===== config.mk =====
export PLATFORM = sky130hd
export DESIGN_NAME = chebyshev_tensor_basis_eval
export DESIGN_NICKNAME = d
export VERILOG_FILES = /design/src/design/ctbe_pkg.sv /design/src/design/chebyshev_tensor_basis_eval.sv
export SDC_FILE = /design/constraint.sdc
export NUM_CORES = 2
export LEC_CHECK = 0
export ABC_AREA = 1
export BUFFER_PORTS_ARGS = -buffer_cell sky130_fd_sc_hd__buf_2
export CORE_ASPECT_RATIO = 1.4
export CORE_MARGIN = 1.5
export CORE_UTILIZATION = 65
export DETAILED_ROUTE_END_ITERATION = 10
export PLACE_DENSITY = 0.83
export SLEW_MARGIN = 20
export SYNTH_ARGS = -nofsm -noshare
export SYNTH_HDL_FRONTEND = slang
export SYNTH_SLANG_ARGS = --single-unit

===== constraint.sdc =====
create_clock -name clk -period 18.5 [get_ports clk]
set_input_delay 1.85 -clock clk [delete_from_list [all_inputs] [get_ports clk]]
set_output_delay 1.85 -clock clk [all_outputs]
set_load 0.03 [all_outputs]

===== src/design/ctbe_pkg.sv =====
// Shared types and constants for the Chebyshev tensor basis evaluator.
package ctbe_pkg;

	localparam int Q_FRAC = 28;
	localparam int CFG_IDX_W = 2;

	localparam logic signed [31:0] Q_ONE = 32'sh1000_0000;
	localparam logic signed [31:0] S32_MAX = 32'sh7FFF_FFFF;
	localparam logic signed [31:0] S32_MIN = 32'sh8000_0000;
	localparam logic signed [63:0] Q_HALF = 64'sh0000_0000_0800_0000;

	localparam logic [CFG_IDX_W-1:0] CFG_BASIS_KIND = 2'd0;
	localparam logic [CFG_IDX_W-1:0] CFG_INV_SPAN_X = 2'd1;
	localparam logic [CFG_IDX_W-1:0] CFG_INV_SPAN_Y = 2'd2;

	localparam logic KIND_MONOMIAL = 1'b0;
	localparam logic KIND_CHEBYSHEV = 1'b1;

	typedef struct packed {
		logic signed [31:0] coord_x;
		logic signed [31:0] coord_y;
		logic [7:0]         basis_index;
	} in_item_t;

	typedef struct packed {
		logic signed [31:0] basis_value;
		logic               overflow;
	} result_t;

endpackage


===== src/design/chebyshev_tensor_basis_eval.sv =====
// Tensor-product Chebyshev/monomial basis evaluator around one shared Q3.28 multiplier.
// After accept: index split, Chebyshev-only scaling of x then y, recurrence per axis, final multiply, done strobe;
//   with i = index mod GRID_SIZE, j = index div GRID_SIZE: monomial i + j steps, Chebyshev max(i-1,0) + max(j-1,0).
// Every recurrence step is a multiply, then a round/saturate writeback that forms 2*m - prev in Chebyshev mode.
// A new item is taken in the cycle the done strobe is high; the receiver cannot stall.
// Reset clears the sequencer and loads basis_kind = Chebyshev, inv_span_x = inv_span_y = 1.0.
module chebyshev_tensor_basis_eval #(
	parameter int GRID_SIZE = 16
) (
	input  logic                             clk,
	input  logic                             arst_n,
	input  logic                             start,
	output logic                             busy,
	input  ctbe_pkg::in_item_t               item,
	input  logic                             cfg_valid,
	output logic                             cfg_ready,
	input  logic [ctbe_pkg::CFG_IDX_W-1:0]   cfg_index,
	input  logic [31:0]                      cfg_data,
	output logic                             done,
	output ctbe_pkg::result_t                result
);

	localparam int I_W = (GRID_SIZE > 1) ? $clog2(GRID_SIZE) : 1;
	localparam int J_MAX = 255 / GRID_SIZE;
	localparam int J_W = (J_MAX > 0) ? $clog2(J_MAX + 1) : 1;
	localparam int CNT_W = (I_W > J_W) ? I_W : J_W;
	localparam int RECIP = 65536 / GRID_SIZE;
	localparam logic [24:0] RECIP_V = 25'(RECIP);
	localparam logic [7:0] N_V = 8'(GRID_SIZE);

	typedef enum logic [9:0] {
		S_IDLE      = 10'b00_0000_0001,
		S_SPLIT     = 10'b00_0000_0010,
		S_SCALE_MUL = 10'b00_0000_0100,
		S_SCALE_WB  = 10'b00_0000_1000,
		S_POLY_INIT = 10'b00_0001_0000,
		S_POLY_MUL  = 10'b00_0010_0000,
		S_POLY_WB   = 10'b00_0100_0000,
		S_POLY_DONE = 10'b00_1000_0000,
		S_FINAL_MUL = 10'b01_0000_0000,
		S_FINAL_WB  = 10'b10_0000_0000
	} state_t;

	state_t state_q;
	logic axis_q;
	logic done_q;
	logic [CNT_W-1:0] cnt_q;
	logic kind_q;
	logic signed [31:0] inv_span_x_q;
	logic signed [31:0] inv_span_y_q;

	ctbe_pkg::in_item_t item_q;
	ctbe_pkg::result_t result_q;
	logic [I_W-1:0] i_q;
	logic [J_W-1:0] j_q;
	logic signed [31:0] base_x_q;
	logic signed [31:0] base_y_q;
	logic signed [31:0] prev_q;
	logic signed [31:0] cur_q;
	logic signed [31:0] fx_q;
	logic signed [63:0] prod_q;
	logic ovf_q;

	logic [24:0] split_prod;
	logic [7:0] q0;
	logic [7:0] r0;
	logic r_ge;
	logic signed [31:0] mul_a;
	logic signed [31:0] mul_b;
	logic signed [63:0] rsum;
	logic signed [35:0] rnd;
	logic signed [31:0] m_val;
	logic m_ovf;
	logic signed [33:0] diff;
	logic signed [31:0] nxt_val;
	logic d_ovf;
	logic [CNT_W-1:0] k_sel;
	logic [CNT_W-1:0] iters;
	logic signed [31:0] base_sel;

	assign busy = (state_q != S_IDLE);
	assign cfg_ready = 1'b1;
	assign done = done_q;
	assign result = result_q;

	// Split flat index by reciprocal multiply with one correction step.
	always_comb begin
		split_prod = 25'(item_q.basis_index) * RECIP_V;
		q0 = split_prod[23:16];
		r0 = item_q.basis_index - q0 * N_V;
		r_ge = (r0 >= N_V);
	end

	always_comb begin
		k_sel = axis_q ? CNT_W'(j_q) : CNT_W'(i_q);
		base_sel = axis_q ? base_y_q : base_x_q;
		if (kind_q == ctbe_pkg::KIND_CHEBYSHEV) begin
			iters = (k_sel == '0) ? '0 : k_sel - CNT_W'(1);
		end else begin
			iters = k_sel;
		end
	end

	always_comb begin
		case (state_q)
			S_SCALE_MUL: begin
				mul_a = axis_q ? item_q.coord_y : item_q.coord_x;
				mul_b = axis_q ? inv_span_y_q : inv_span_x_q;
			end
			S_POLY_MUL: begin
				mul_a = base_sel;
				mul_b = cur_q;
			end
			default: begin
				mul_a = fx_q;
				mul_b = cur_q;
			end
		endcase
	end

	// Round to nearest (ties up), saturate, then form 2*m - prev.
	always_comb begin
		rsum = prod_q + ctbe_pkg::Q_HALF;
		rnd = rsum[63:28];
		if ((rnd[35:31] == 5'b00000) || (rnd[35:31] == 5'b11111)) begin
			m_val = rnd[31:0];
			m_ovf = 1'b0;
		end else begin
			m_val = rnd[35] ? ctbe_pkg::S32_MIN : ctbe_pkg::S32_MAX;
			m_ovf = 1'b1;
		end
		diff = {m_val[31], m_val, 1'b0} - {{2{prev_q[31]}}, prev_q};
		if ((diff[33:31] == 3'b000) || (diff[33:31] == 3'b111)) begin
			nxt_val = diff[31:0];
			d_ovf = 1'b0;
		end else begin
			nxt_val = diff[33] ? ctbe_pkg::S32_MIN : ctbe_pkg::S32_MAX;
			d_ovf = 1'b1;
		end
	end

	always_ff @(posedge clk or negedge arst_n) begin
		if (!arst_n) begin
			state_q <= S_IDLE;
			axis_q <= 1'b0;
			done_q <= 1'b0;
			cnt_q <= '0;
			kind_q <= ctbe_pkg::KIND_CHEBYSHEV;
			inv_span_x_q <= ctbe_pkg::Q_ONE;
			inv_span_y_q <= ctbe_pkg::Q_ONE;
		end else begin
			done_q <= 1'b0;
			if (cfg_valid && cfg_ready) begin
				case (cfg_index)
					ctbe_pkg::CFG_BASIS_KIND: kind_q <= cfg_data[0];
					ctbe_pkg::CFG_INV_SPAN_X: inv_span_x_q <= cfg_data;
					ctbe_pkg::CFG_INV_SPAN_Y: inv_span_y_q <= cfg_data;
					default: begin
					end
				endcase
			end
			case (state_q)
				S_IDLE: begin
					if (start) begin
						state_q <= S_SPLIT;
					end
				end
				S_SPLIT: begin
					axis_q <= 1'b0;
					state_q <= (kind_q == ctbe_pkg::KIND_CHEBYSHEV) ? S_SCALE_MUL : S_POLY_INIT;
				end
				S_SCALE_MUL: state_q <= S_SCALE_WB;
				S_SCALE_WB: begin
					axis_q <= ~axis_q;
					state_q <= axis_q ? S_POLY_INIT : S_SCALE_MUL;
				end
				S_POLY_INIT: begin
					cnt_q <= iters;
					state_q <= (iters == '0) ? S_POLY_DONE : S_POLY_MUL;
				end
				S_POLY_MUL: state_q <= S_POLY_WB;
				S_POLY_WB: begin
					cnt_q <= cnt_q - CNT_W'(1);
					state_q <= (cnt_q == CNT_W'(1)) ? S_POLY_DONE : S_POLY_MUL;
				end
				S_POLY_DONE: begin
					axis_q <= 1'b1;
					state_q <= axis_q ? S_FINAL_MUL : S_POLY_INIT;
				end
				S_FINAL_MUL: state_q <= S_FINAL_WB;
				S_FINAL_WB: begin
					done_q <= 1'b1;
					state_q <= S_IDLE;
				end
				default: state_q <= S_IDLE;
			endcase
		end
	end

	always_ff @(posedge clk) begin
		prod_q <= mul_a * mul_b;
		case (state_q)
			S_IDLE: begin
				if (start) begin
					item_q <= item;
				end
			end
			S_SPLIT: begin
				i_q <= I_W'(r_ge ? r0 - N_V : r0);
				j_q <= J_W'(r_ge ? q0 + 8'd1 : q0);
				base_x_q <= item_q.coord_x;
				base_y_q <= item_q.coord_y;
				ovf_q <= 1'b0;
			end
			S_SCALE_WB: begin
				if (axis_q) begin
					base_y_q <= m_val;
				end else begin
					base_x_q <= m_val;
				end
				ovf_q <= ovf_q | m_ovf;
			end
			S_POLY_INIT: begin
				prev_q <= ctbe_pkg::Q_ONE;
				if ((kind_q == ctbe_pkg::KIND_CHEBYSHEV) && (k_sel != '0)) begin
					cur_q <= base_sel;
				end else begin
					cur_q <= ctbe_pkg::Q_ONE;
				end
			end
			S_POLY_WB: begin
				if (kind_q == ctbe_pkg::KIND_CHEBYSHEV) begin
					prev_q <= cur_q;
					cur_q <= nxt_val;
					ovf_q <= ovf_q | m_ovf | d_ovf;
				end else begin
					cur_q <= m_val;
					ovf_q <= ovf_q | m_ovf;
				end
			end
			S_POLY_DONE: begin
				if (!axis_q) begin
					fx_q <= cur_q;
				end
			end
			S_FINAL_WB: begin
				result_q.basis_value <= m_val;
				result_q.overflow <= ovf_q | m_ovf;
			end
			default: begin
			end
		endcase
	end

	a_start_split: assert property (@(posedge clk) disable iff (!arst_n)
		(start && !busy) |=> (state_q == S_SPLIT))
		else $error("accepted item did not enter split");

	a_done_once: assert property (@(posedge clk) disable iff (!arst_n)
		done_q |-> !$past(done_q))
		else $error("done strobe longer than one cycle");

	a_done_src: assert property (@(posedge clk) disable iff (!arst_n)
		done_q |-> ($past(state_q) == S_FINAL_WB))
		else $error("done without final writeback");

	a_cnt_live: assert property (@(posedge clk) disable iff (!arst_n)
		(state_q == S_POLY_WB) |-> (cnt_q != '0))
		else $error("recurrence step with zero count");

endmodule


## Word level (Yosys, flattened, before mapping)

Index checks and enable logic that the tools add are counted.

| operators by class | value |
|---|---|
| add/subtract/negate cells | 7 |
| multiply operators | 1 |
| order comparisons | 1 |
| eq/ne operators | 20 |
| muxes and demuxes | 37 |
| bitwise operators | 3 |
| reduce and logical (&&, ||, !) cells | 21 |

Operators by type and width:

| operator | number |
|---|---|
| 32-bit two-way mux | 13 |
| 32-bit case mux with 2 select lines | 5 |
| 10-bit case mux with 9 select lines | 1 |
| 64-bit by 29-bit adder with 64-bit output, second input constant | 1 |
| 32-bit by 32-bit multiplier with 64-bit output | 1 |
| 33-bit by 32-bit subtractor with 34-bit output | 1 |
| 4-bit two-way mux | 5 |
| 8-bit two-way mux | 2 |
| 2-bit AND reduction | 8 |
| 4-bit by 1-bit subtractor with 4-bit output, second input constant | 3 |
| 10-bit by 1-bit == test with 1-bit output, second input constant | 1 |
| 10-bit == test, second input constant | 1 |
| 10-bit by 2-bit == test with 1-bit output, second input constant | 1 |
| 10-bit by 3-bit == test with 1-bit output, second input constant | 1 |
| 10-bit by 4-bit == test with 1-bit output, second input constant | 1 |
| 10-bit by 5-bit == test with 1-bit output, second input constant | 1 |
| 10-bit by 6-bit == test with 1-bit output, second input constant | 1 |
| 10-bit by 7-bit == test with 1-bit output, second input constant | 1 |
| 10-bit by 8-bit == test with 1-bit output, second input constant | 1 |
| 10-bit by 9-bit == test with 1-bit output, second input constant | 1 |
| 10-bit two-way mux | 1 |
| 5-bit two-way mux | 2 |
| 10-bit by 1-bit != test with 1-bit output, second input constant | 1 |
| 9-bit two-way mux | 1 |
| 23 further kinds | 35 |

| storage, ports and cells | value |
|---|---|
| flip-flop bits (word level) | 419 |
| input bits | 110 |
| output and inout port bits | 36 |
| word-level logic and storage cells | 111 |

## Logic depth before layout (Yosys ltp)

| depth | value |
|---|---|
| word-level depth | 11 |
| mapped depth | 42 |
| gate-level depth less buffers | 40 |

## Worst setup path after synthesis

No wires, ideal clock.

| timing path | value |
|---|---|
| kind | register to register |
| from | register state_q[9] |
| to | register prod_q[59] |
| library setup time | 0.112 ns |
| data arrival time | 8.096 ns |
| data required time | 18.388 ns |
| path slack | 10.292 ns |
| cell stages (with the launch flop) | 33 |
| buffers on the path | 3 |
| period minus slack after synthesis | 8.208 ns |
| cell sequence | dfrtp_1 nor2_4 inv_4 nor2_8 nand2_4 buf_6 buf_2 o21ai_1 a21oi_4 buf_2 nor2_1 fa_1 fa_1 fa_1 fa_1 inv_1 fa_1 inv_1 fa_1 inv_1 fa_1 inv_1 fa_1 ha_1 a21oi_1 inv_1 nor2_1 a21boi_0 o32ai_1 nor2_1 nand2_1 nand2_1 nand2_1 |

| on the way | value |
|---|---|
| longest elaborated chain between the ends | 3 |
| elaborated cells between the ends (all ways) | 5 |
| classes of those cells | 1 x mul; 2 x eq/ne; 2 x mux |

RTL lines:

| element | line | text |
|---|---|---|
| start: declaration | chebyshev_tensor_basis_eval.sv:44 | `state_t state_q;` |
| start signal: assignment | chebyshev_tensor_basis_eval.sv:170 | `state_q <= (kind_q == ctbe_pkg::KIND_CHEBYSHEV) ? S_SCALE_MUL : S_POLY_INIT;` |
| start signal: assignment | chebyshev_tensor_basis_eval.sv:175 | `state_q <= axis_q ? S_POLY_INIT : S_SCALE_MUL;` |
| start signal: assignment | chebyshev_tensor_basis_eval.sv:179 | `state_q <= (iters == '0) ? S_POLY_DONE : S_POLY_MUL;` |
| 10-bit by 6-bit == test with 1-bit output or 10-bit by 3-bit == test with 1-bit output (tied branches) | chebyshev_tensor_basis_eval.sv:105 | `case (state_q)` |
| 32-bit case mux with 2 select lines or 32-bit two-way mux (tied branches) | chebyshev_tensor_basis_eval.sv:105 |  |
| 32-bit by 32-bit multiplier with 64-bit output * | chebyshev_tensor_basis_eval.sv:201 | `prod_q <= mul_a * mul_b;` |
| end signal: assignment | chebyshev_tensor_basis_eval.sv:201 |  |
| end: declaration | chebyshev_tensor_basis_eval.sv:61 | `logic signed [63:0] prod_q;` |

Every way passes the cells marked *; elsewhere a longest branch is shown, timed or not.
A chain may end at the register's enable or synchronous reset.

## Worst setup path after layout

| timing path | value |
|---|---|
| from | register axis_q |
| to | register prod_q[58] |

| on the way | value |
|---|---|
| longest elaborated chain between the ends | 3 |
| elaborated cells between the ends (all ways) | 6 |
| classes of those cells | 1 x mul; 5 x mux |

RTL lines:

| element | line | text |
|---|---|---|
| start: declaration | chebyshev_tensor_basis_eval.sv:45 | `logic axis_q;` |
| start signal: assignment | chebyshev_tensor_basis_eval.sv:174 | `axis_q <= ~axis_q;` |
| 32-bit two-way mux (on tied branches) | chebyshev_tensor_basis_eval.sv:96, chebyshev_tensor_basis_eval.sv:107, chebyshev_tensor_basis_eval.sv:108 |  |
| 32-bit case mux with 2 select lines or 32-bit two-way mux (tied branches) | chebyshev_tensor_basis_eval.sv:105 |  |
| 32-bit by 32-bit multiplier with 64-bit output * | chebyshev_tensor_basis_eval.sv:201 |  |

Marks and branches as above.

==> impl_metrics.tcl <==
set metrics [dict create \
    cts_tree "yes" \
    start_util_pct 65.60 \
    fin_crit_ns 10.79 \
    fin_area_sq_um 58100 \
    postRouteAntennaNets 0 \
    io_pins 146 \
    syn_area_sq_um 55220 \
    overflow 0 \
    fp.coreArea_sq_um 84190 \
    async_flop_share_pct 20.66 \
    postCtsResizedCells 0 \
    synth_ff_type "edfxtp_1" \
    setup_tns_ns 0 \
    postCtsSetupRepairBufs 0 \
    wl_met2_um 96670 \
    hold_violations 0 \
    startpoint_type "register" \
    finalNonFillerCells 7389 \
    viasPerCell 6.205 \
    grt_pass1_wl_um 311600 \
    clock_latency_ns 0.58 \
    hpwl_um 161200 \
    cts.sinks 392 \
    track_usage_pct 50.82 \
    drt-pass1-iter-count 9 \
    met1_length_um 60380 \
    routedWlPerCell_um 28.85 \
    cts_buffers 36 \
    end_kind "register" \
    ys_warn_count 0 \
    grt_pass1_vias 49260 \
    yosysUniqueCellTypes 65 \
    max_cap_viol_count 0 \
    drtIter0Drc 5567 \
    drc 0 \
    required_ns 18.98 \
    synthCells 6251 \
    routed_wl_um 213200 \
    status "complete, no violations" \
    fin_crit_sh_pct 58.35 \
    wl_met3_um 26960 \
    placed_area_sq_um 56840 \
    grt_max_degree 109 \
    synth-edff-count 274 \
    globalplace.congestion 1.092 \
    path_max_fanout 108 \
    synth.yosys.seq_area_share_pct 19.92 \
    ys_ff_latch 392 \
    hold_path_class "register to register" \
    drive_gt1_share_pct 7.466 \
    area_delta_synth_final_pct 5.204 \
    die_height_um 347.9 \
    clk_pin_slew_worst_paths_ns 0.07 \
    io_buffers 144 \
    arrival_ns 11.27 \
    crit_type "register to register" \
    tightest_slew_ns 1.154 \
    synth_nets 7658 \
    cts_buffer_depth 3 \
    die-area_sq_um 86740 \
    antenna_found_initial 21 \
    max_freq_ghz 0.09264 \
    h-tree-depth 2 \
    slew_viol_final 0 \
    final_nets 7676 \
    rsz0062_at_grt "false" \
    ctsRootBufferMaster "clkbuf_16" \
    synth.avg_cell_area_sq_um 8.834 \
    max_slew_margin_pct 23.07 \
    highest_layer "met5" \
    num_vias 45850 \
    fin_skew_ns 0.02831 \
    row_count 126 \
    dp.cells 7318 \
    dieWidth_um 249.3 \
    setup-violations-final 0 \
    ctsHoldBuffers 0 \
]
-- metrics by stage --
stage,setup slack [ns],hold WS [ns],util (%)
global route,7.010,0.4219,68.99
CTS,7.845,0.4130,68.95
floorplan,10.29,0.4003,-
finish,7.705,0.4110,69.01
global placement,7.941,0.4051,67.52
detailed placement,7.872,0.4054,67.52
-- layer usage --
layer  global-route usage (%)  up-vias
met5                   0.7843        -
met4                    52.31       38
met3                    19.60     1402
met2                    80.10     3564
met1                    49.85    22190
li1                         -    18650
-- layout by cell type, fill, tap and decap left out, types with 15 or more instances in the layout --
cell,count
edfxtp_1,274
inv_1,1290
dfrtp_1,76
ha_1,215
buf_4,70
nand2_2,37
inv_2,49
buf_2,143
o21ai_2,16
a21oi_4,23
xnor2_1,36
nor3_1,19
fa_1,1082
nand3_1,121
mux2i_1,27
a21oi_1,143
xor2_1,67
o21ai_1,15
nor2_1,758
nand4_1,22
clkbuf_16,37
dfxtp_1,37
nand2_1,1284
o21ai_0,274
-- state kept, by name (all words and copies together) (netlist names) --
register,cells
cnt_q,4
cur_q,32
j_q,4
kind_q,1
base_y_q,32
fx_q,32
state_q,10
inv_span_y_q,32
item_q,72
prev_q,32
i_q,4
axis_q,1
prod_q,37
result,33
ovf_q,1
inv_span_x_q,32
done,1
base_x_q,32
-- kinds of logic after synthesis --
logic type / after synthesis / share of synthesized area [%]
flip-flops: 392 / 19.92
buffers and inverters: 1577 / 11.32
adder cells (fa/ha/maj): 1297 / 44.10
AND/OR/NAND/NOR: 2298 / 16.62
other: 1 / 0.006791
XOR/XNOR: 103 / 1.634
AO/OA/AOI/OAI: 556 / 5.911
multiplexers: 27 / 0.4894
-- final timing paths --
kind / start / to / slack, ns / cells after the start
min in group asynchronous: arst_n / inv_span_x_q[30] / 1.31 / 1
min reg2reg: item_q[1] / i_q[1] / 0.41 / 0
max reg2reg: axis_q / prod_q[58] / 7.71 / 27
min: item_q[1] / i_q[1] / 0.41 / 0
max: axis_q / prod_q[58] / 7.71 / 27
max in group asynchronous: arst_n / axis_q / 16.61 / 1
-- cell type report --
class,instances,area [sq um]
multi-input cells,4282,38200
fillers,6526,26090
flip-flops and latches,392,11000
inverters,1342,5040
well taps,1088,1361
repair buffers,215,1272
clock buffers,41,970.9
clock inverters,23,232.7
diodes,6,15.01
-- cell usage after synthesis (48+ instances only) --
cell	n	area, sq um
inv_1	1290	4842
nand2_1	1284	4820
fa_1	1082	21660
nor2_1	763	2864
o21ai_0	276	1381
edfxtp_1	274	8228
ha_1	215	2690
a21oi_1	147	735.7
buf_2	144	720.7
nand3_1	123	615.6
dfrtp_1	77	1927
xor2_1	67	586.8
clkbuf_1	62	232.7
inv_2	48	180.2
-- worst max-delay path, cell delays in order, from the launching register on --
cell and delay [ns]:
dfrtp_4 0.97, buf_4 0.87, o21ai_0 0.30, nand2_1 0.13, o21ai_0 0.23, a21oi_4 0.88, inv_2 0.60, nor2_1 0.29
fa_1 0.46, fa_1 0.46, fa_1 0.55, fa_1 0.47, fa_1 0.66, fa_1 0.50, fa_1 0.77, inv_1 0.13
fa_1 0.50, inv_1 0.04, ha_1 0.35, nand2_1 0.11, o21ai_0 0.39, a21oi_1 0.10, o21ai_0 0.19, a21oi_1 0.06
nand2_1 0.21, nand2_1 0.10, nand2_1 0.12, xor2_1 0.17
Power is left out: the tool's default activity adds up to more than one toggle a clock period on the data nets, which glitch-free logic cannot reach.
